--- src/rtl/core/beem_pkg.sv ---
`timescale 1ns / 1ps
// ----------------------------------------------------------------------------
// beem_pkg
// Types, widths and command codes shared by the Beeman integrator blocks.
// ----------------------------------------------------------------------------
package beem_pkg;

    // Field and arithmetic widths
    localparam int DATA_W     = 32;
    localparam int AXES       = 2;
    localparam int MUL_W      = DATA_W + 1;      // signed operand, holds unsigned 32
    localparam int PROD_W     = 2 * MUL_W;
    localparam int SUM_W      = PROD_W + 2;
    localparam int NUM_W      = DATA_W + 4;      // 2*a2 + 5*a1 - a0 fits here
    localparam int DIV_STEP   = 8;               // quotient bits per cycle
    localparam int DIV_CHUNKS = 5;
    localparam int DIV_W      = DIV_STEP * DIV_CHUNKS;
    localparam int DIV_CNT_W  = $clog2(DIV_CHUNKS);
    localparam int REM_W      = 3;
    localparam logic [REM_W:0] DIVISOR = 4'd6;
    localparam int CFG_IDX_W  = 3;

    // Configuration register indexes
    typedef enum logic [CFG_IDX_W-1:0] {
        REG_INV_MASS    = 3'd0,
        REG_STEP_SIZE   = 3'd1,
        REG_START_POS_X = 3'd2,
        REG_START_POS_Y = 3'd3,
        REG_START_VEL_X = 3'd4,
        REG_START_VEL_Y = 3'd5
    } cfg_reg_t;

    // Operand pairs of the shared multiplier
    typedef enum logic [2:0] {
        MOP_ACC = 3'd0,   // force * inverse mass
        MOP_VDT = 3'd1,   // velocity * dt
        MOP_DT2 = 3'd2,   // dt * dt
        MOP_CDT = 3'd3,   // position term * dt^2
        MOP_SDT = 3'd4    // velocity term * dt
    } mul_op_t;

    typedef struct packed {
        logic signed [DATA_W-1:0] force_x;
        logic signed [DATA_W-1:0] force_y;
    } force_t;

    typedef struct packed {
        logic signed [DATA_W-1:0] pos_x;
        logic signed [DATA_W-1:0] pos_y;
        logic signed [DATA_W-1:0] vel_x;
        logic signed [DATA_W-1:0] vel_y;
    } result_t;

    // Controller to datapath
    typedef struct packed {
        logic    load_force;
        logic    mul_en;
        mul_op_t mul_op;
        logic    push_accel;
        logic    take_vdt;
        logic    div_start;
        logic    take_dt2;
        logic    take_pos;
        logic    commit;
    } dp_cmd_t;

    // Datapath to controller
    typedef struct packed {
        logic div_last;
    } dp_stat_t;

    // Clamp a wide signed value to the signed 32-bit range
    function automatic logic signed [DATA_W-1:0] sat_s32(input logic signed [SUM_W-1:0] v);
        logic signed [DATA_W-1:0] r;
        if ((&v[SUM_W-1:DATA_W-1]) || !(|v[SUM_W-1:DATA_W-1]))
            r = v[DATA_W-1:0];
        else if (v[SUM_W-1])
            r = {1'b1, {(DATA_W-1){1'b0}}};
        else
            r = {1'b0, {(DATA_W-1){1'b1}}};
        return r;
    endfunction

    // Clamp a non-negative product to the unsigned 32-bit range
    function automatic logic [DATA_W-1:0] sat_u32(input logic signed [PROD_W-1:0] v);
        logic [DATA_W-1:0] r;
        if (|v[PROD_W-1:DATA_W])
            r = {DATA_W{1'b1}};
        else
            r = v[DATA_W-1:0];
        return r;
    endfunction

endpackage

--- src/rtl/core/beem_ctrl.sv ---
`timescale 1ns / 1ps
// ----------------------------------------------------------------------------
// beem_ctrl
// Step sequencer: issues multiplier, divider and update commands for one
// time step and owns the request handshakes.
// ----------------------------------------------------------------------------
module beem_ctrl
    import beem_pkg::*;
(
    input  logic     clk,
    input  logic     rst_n,
    input  logic     in_valid,
    output logic     in_ready,
    output logic     out_valid,
    input  logic     out_ready,
    input  dp_stat_t stat,
    output dp_cmd_t  cmd
);

    typedef enum logic [7:0] {
        ST_IDLE = 8'b0000_0001,
        ST_ACC  = 8'b0000_0010,
        ST_VDT  = 8'b0000_0100,
        ST_DT2  = 8'b0000_1000,
        ST_DIV  = 8'b0001_0000,
        ST_CDT  = 8'b0010_0000,
        ST_SDT  = 8'b0100_0000,
        ST_DONE = 8'b1000_0000
    } ctrl_state_t;

    ctrl_state_t state_reg;
    ctrl_state_t state_next;
    logic        out_valid_reg;
    logic        out_valid_next;
    logic        out_free;

    assign in_ready  = (state_reg == ST_IDLE);
    assign out_valid = out_valid_reg;
    assign out_free  = !out_valid_reg || out_ready;

    // Sequence one step
    always_comb
    begin
        state_next     = state_reg;
        out_valid_next = out_valid_reg;
        cmd            = '0;
        if (out_valid_reg && out_ready)
            out_valid_next = 1'b0;
        unique case (state_reg)
            ST_IDLE:
            begin
                if (in_valid)
                begin
                    cmd.load_force = 1'b1;
                    state_next     = ST_ACC;
                end
            end
            ST_ACC:
            begin
                cmd.mul_en = 1'b1;
                cmd.mul_op = MOP_ACC;
                state_next = ST_VDT;
            end
            ST_VDT:
            begin
                cmd.push_accel = 1'b1;
                cmd.mul_en     = 1'b1;
                cmd.mul_op     = MOP_VDT;
                state_next     = ST_DT2;
            end
            ST_DT2:
            begin
                cmd.take_vdt  = 1'b1;
                cmd.div_start = 1'b1;
                cmd.mul_en    = 1'b1;
                cmd.mul_op    = MOP_DT2;
                state_next    = ST_DIV;
            end
            ST_DIV:
            begin
                cmd.take_dt2 = 1'b1;
                if (stat.div_last)
                    state_next = ST_CDT;
            end
            ST_CDT:
            begin
                cmd.mul_en = 1'b1;
                cmd.mul_op = MOP_CDT;
                state_next = ST_SDT;
            end
            ST_SDT:
            begin
                cmd.take_pos = 1'b1;
                cmd.mul_en   = 1'b1;
                cmd.mul_op   = MOP_SDT;
                state_next   = ST_DONE;
            end
            ST_DONE:
            begin
                // Hold until the previous result is taken
                if (out_free)
                begin
                    cmd.commit     = 1'b1;
                    out_valid_next = 1'b1;
                    state_next     = ST_IDLE;
                end
            end
            default:
            begin
                state_next = ST_IDLE;
            end
        endcase
    end

    always_ff @(posedge clk or negedge rst_n)
    begin
        if (!rst_n)
        begin
            state_reg     <= ST_IDLE;
            out_valid_reg <= 1'b0;
        end
        else
        begin
            state_reg     <= state_next;
            out_valid_reg <= out_valid_next;
        end
    end

endmodule

--- config.mk ---
export PLATFORM = sky130hd
export DESIGN_NAME = beem_ctrl
export DESIGN_NICKNAME = d
export VERILOG_FILES = /design/src/rtl/core/beem_pkg.sv /design/src/rtl/core/beem_ctrl.sv
export SDC_FILE = /design/constraint.sdc
export NUM_CORES = 1
export LEC_CHECK = 0
export BUFFER_PORTS_ARGS = -buffer_cell sky130_fd_sc_hd__buf_2
export CORE_MARGIN = 8
export CORE_UTILIZATION = 30
export CTS_BUF_LIST = sky130_fd_sc_hd__clkbuf_4 sky130_fd_sc_hd__clkbuf_8
export DETAILED_ROUTE_END_ITERATION = 7
export PLACE_DENSITY = 0.54
export SLEW_MARGIN = 20
export SYNTH_ARGS = -nofsm -noshare
export SYNTH_HDL_FRONTEND = slang
export SYNTH_SLANG_ARGS = --single-unit
export TNS_END_PERCENT = 100
--- constraint.sdc ---
create_clock -name clk -period 1.8 [get_ports clk]
set_input_delay 0 -clock clk [delete_from_list [all_inputs] [get_ports clk]]
set_output_delay 0 -clock clk [all_outputs]
set_load 0.1 [all_outputs]
==> reports/metrics.cfg <==
[outcome]
status=finished, final reports clean

[synthesis]
synth-seq-cells=9
synth_nets=63
synth.mux.area_fraction_pct=0
ys_async_sr_fraction_pct=100
synth-compound-area-share_pct=8.37
synth_simple_gate_area_share_pct=41.6
synthAdderAreaFrac_pct=0
synth_top_family_by_area=simple AND/OR/NAND/NOR gates
yosys.cell_types.count=33
syn-instance-count=58
synth_ff_type=dfrtp_1
yosysSeqAreaShare_pct=39.9
avgSynthCellArea_sq_um=9.79
number_of_enable_type_register_cells_in_the_synthesized_netlist=0
post_synth_instance_area_sq_um=568
synth-xor-area-share_pct=4.63
yosys_warnings=0

[flow_run]
cap_viol_max_count=0

[global_routing]
grt-ovfl-total=0
grt_pass1_vias=502
antenna_violations_before_repair=0
grt_first_pass_wirelength_um=2290
grt_max_degree=10
grt.total_usage_pct=8.67

[route]
vias=520
antenna_violating_nets_post_route=0
detail_route.iter0.violations=4
wirelength_um=1450
topRoutingLayerUsed=met4
wl_met1_um=638
wl_per_cell_um=13.3
detail_route.drc_violations=0
wl_met2_um=686
detail_route.first_pass.iterations=4
met3_length_um=101
vias_per_cell=4.77

[sta]
final_hold_violation_count=0
fin_worst_hold_slack_ps=26.3
timing_worst_slew_pin_value_ps=492
timing.final.ws_setup_ps=21.5
timing.slew.headroom_pct=67.5
fin_worst_skew_ps=2.39
max_slew_violations=0
maxClockFrequency_mhz=562
setup-violations-final=0
rsz_0062_raised_after_global_routing=yes
period_minus_slack_ps=1780
final_min_period_over_clock_period_pct=98.8

[worst_setup_path]
worst_ep_arrival_time_ps=1780
critical_path_s_slowest_cell=dfrtp_2
r2r_slack_ps=220
worst_ep_required_time_ps=1800
crit_path_start_kind=flop
worstPathCellList=nor4_4, nand2_2, nor3b_2, or2_4, buf_12
cp_max_fo=7
longest_individual_stage_delay_on_the_worst_path_ps=450
critical_setup_path_class=reg2out
r2r-end=state_reg[0]$_DFFE_PN1P_
worstReg2RegStart=state_reg[5]$_DFFE_PN0P_
crit_path_end_kind=primary output
reg2reg_depth=5

[clocking]
clock_tree_from_tritoncts=done
clockBufferDepth=2
clock_insertion_delay_worst_skew_ps=260
cts.htree.levels=1
numClockSinks=9
clock_slew_seen_by_the_registers_of_the_worst_setup_and_hold_paths_ps=60
cts_inserted_buffers=3
root_buffer=clkbuf_4

[floorplan]
die-area_sq_um=3540
pin_count=18
row_count=15
start_util_pct=32.5
dieWidth_um=59.5
fp.coreArea_sq_um=1750
die_y_um=59.5

[hold_path]
whs_endpoint=out_valid$_DFF_PN0_
hold-path-cell-count=3
beginning_of_the_worst_hold_path=out_ready
hp-class=in2reg

[place]
io_buffer_count=17
post-place-ws_ps=184
dp.cells=97
hpwlAfterDp_um=1080
place.gp.congestion=0.793

[power]
power.static_leakage_nw=0.436
worst_vdd_drop_mv=0.757
total_power_mw=1.43
power_per_cell_area_nw_per_um2=1490

[finish]
num_antenna_cells=0
largest_reg_flops=8
stdcell_count=109
final_net_count=90
fillerInstances=148
drive_gt1_share_pct=56.0
syn2layout_area_growth_pct=69.4

==> critical path, delay by kind of cell, from the launching register on <==
kind	cells	cell delay [ps]
buffers and inverters	1	160
AND/OR/NAND/NOR	4	900
flip-flops	1	450
==> stage by stage <==
stage,TNS (ps),util (%),instance area [sq um]
floorplan,-1910,-,608
global placement,0,48.3,843
detailed placement,0,48.3,843
CTS,0,53.5,933
global route,-224,55.1,962
finish,0,55.1,962
==> how the worst max path moves through the flow <==
stage / startpoint / end / slack, ps
after floorplan: state_reg[6]$_DFFE_PN0P_ / cmd[10] / -470
after CTS: state_reg[1]$_DFFE_PN0P_ / cmd[7] / 2
after detailed placement: state_reg[5]$_DFFE_PN0P_ / state_reg[0]$_DFFE_PN1P_ / 180
after global routing: state_reg[6]$_DFFE_PN0P_ / cmd[6] / -50
after global placement: state_reg[5]$_DFFE_PN0P_ / state_reg[0]$_DFFE_PN1P_ / 190
final: state_reg[6]$_DFFE_PN0P_ / cmd[6] / 20
==> cell families after synthesis <==
group | count (synthesis)
compound gates | 7
xor+xnor | 3
buf+inv | 6
flops | 9
simple gates | 33
==> layout make-up <==
class / instances / area, sq um / area share [%]
Clock buffer: 4 / 30.0 / 3.12
Inverter: 2 / 7.51 / 0.780
Multi-Input combinational cell: 43 / 364 / 37.8
Sequential cell: 9 / 231 / 24.1
Tap cell: 25 / 31.3 / 3.25
Timing Repair Buffer: 26 / 298 / 30.9
==> layer usage <==
metal  up-vias  global-route usage, %
li1        251                      -
met5         -                      0
met2        12                   13.6
met4         0                   4.08
met1       253                   10.0
met3         4                   3.47
==> power by group <==
group          switching [mW]  internal [mW]  total (mW)  leakage, nW
clock                  0.0731          0.101       0.174       0.0184
combinational           0.551          0.379       0.930        0.303
sequential             0.0861          0.245       0.331        0.114
==> synth_stat cells (2+ instances only) <==
library cell / count / area, sq um
and4b_1: 2 / 20.0
nand2_1: 3 / 11.3
buf_4: 2 / 15.0
dfrtp_1: 8 / 200
nand2_2: 2 / 12.5
nor2_1: 7 / 26.3
xor2_1: 3 / 26.3
inv_1: 2 / 7.51
nor3b_1: 2 / 15.0
a21oi_1: 2 / 10.0
and2_1: 3 / 18.8
==> timing repair <==
| item | in CTS | in global routing |
|---|---|---|
| resized for setup | 3 | 4 |
| endpoints found under the hold margin | 12 | 0 |
| hold buffers | 3 | 0 |
| pin swaps | 2 | 6 |
| endpoints found under the setup margin | 5 | 10 |
| setup buffers | 2 | 3 |
==> layout by cell type (no fill, tap or decap), types with 3 or more instances in the layout <==
master         instances
buf_4                  6
dlygate4sd3_1          3
nand2_1                3
xor2_1                 3
dfrtp_1                4
dfrtp_2                4
buf_2                  7
buf_12                 9
nor2_1                 4
clkbuf_4               5
Note: power is estimated with default switching activity, not from simulation.
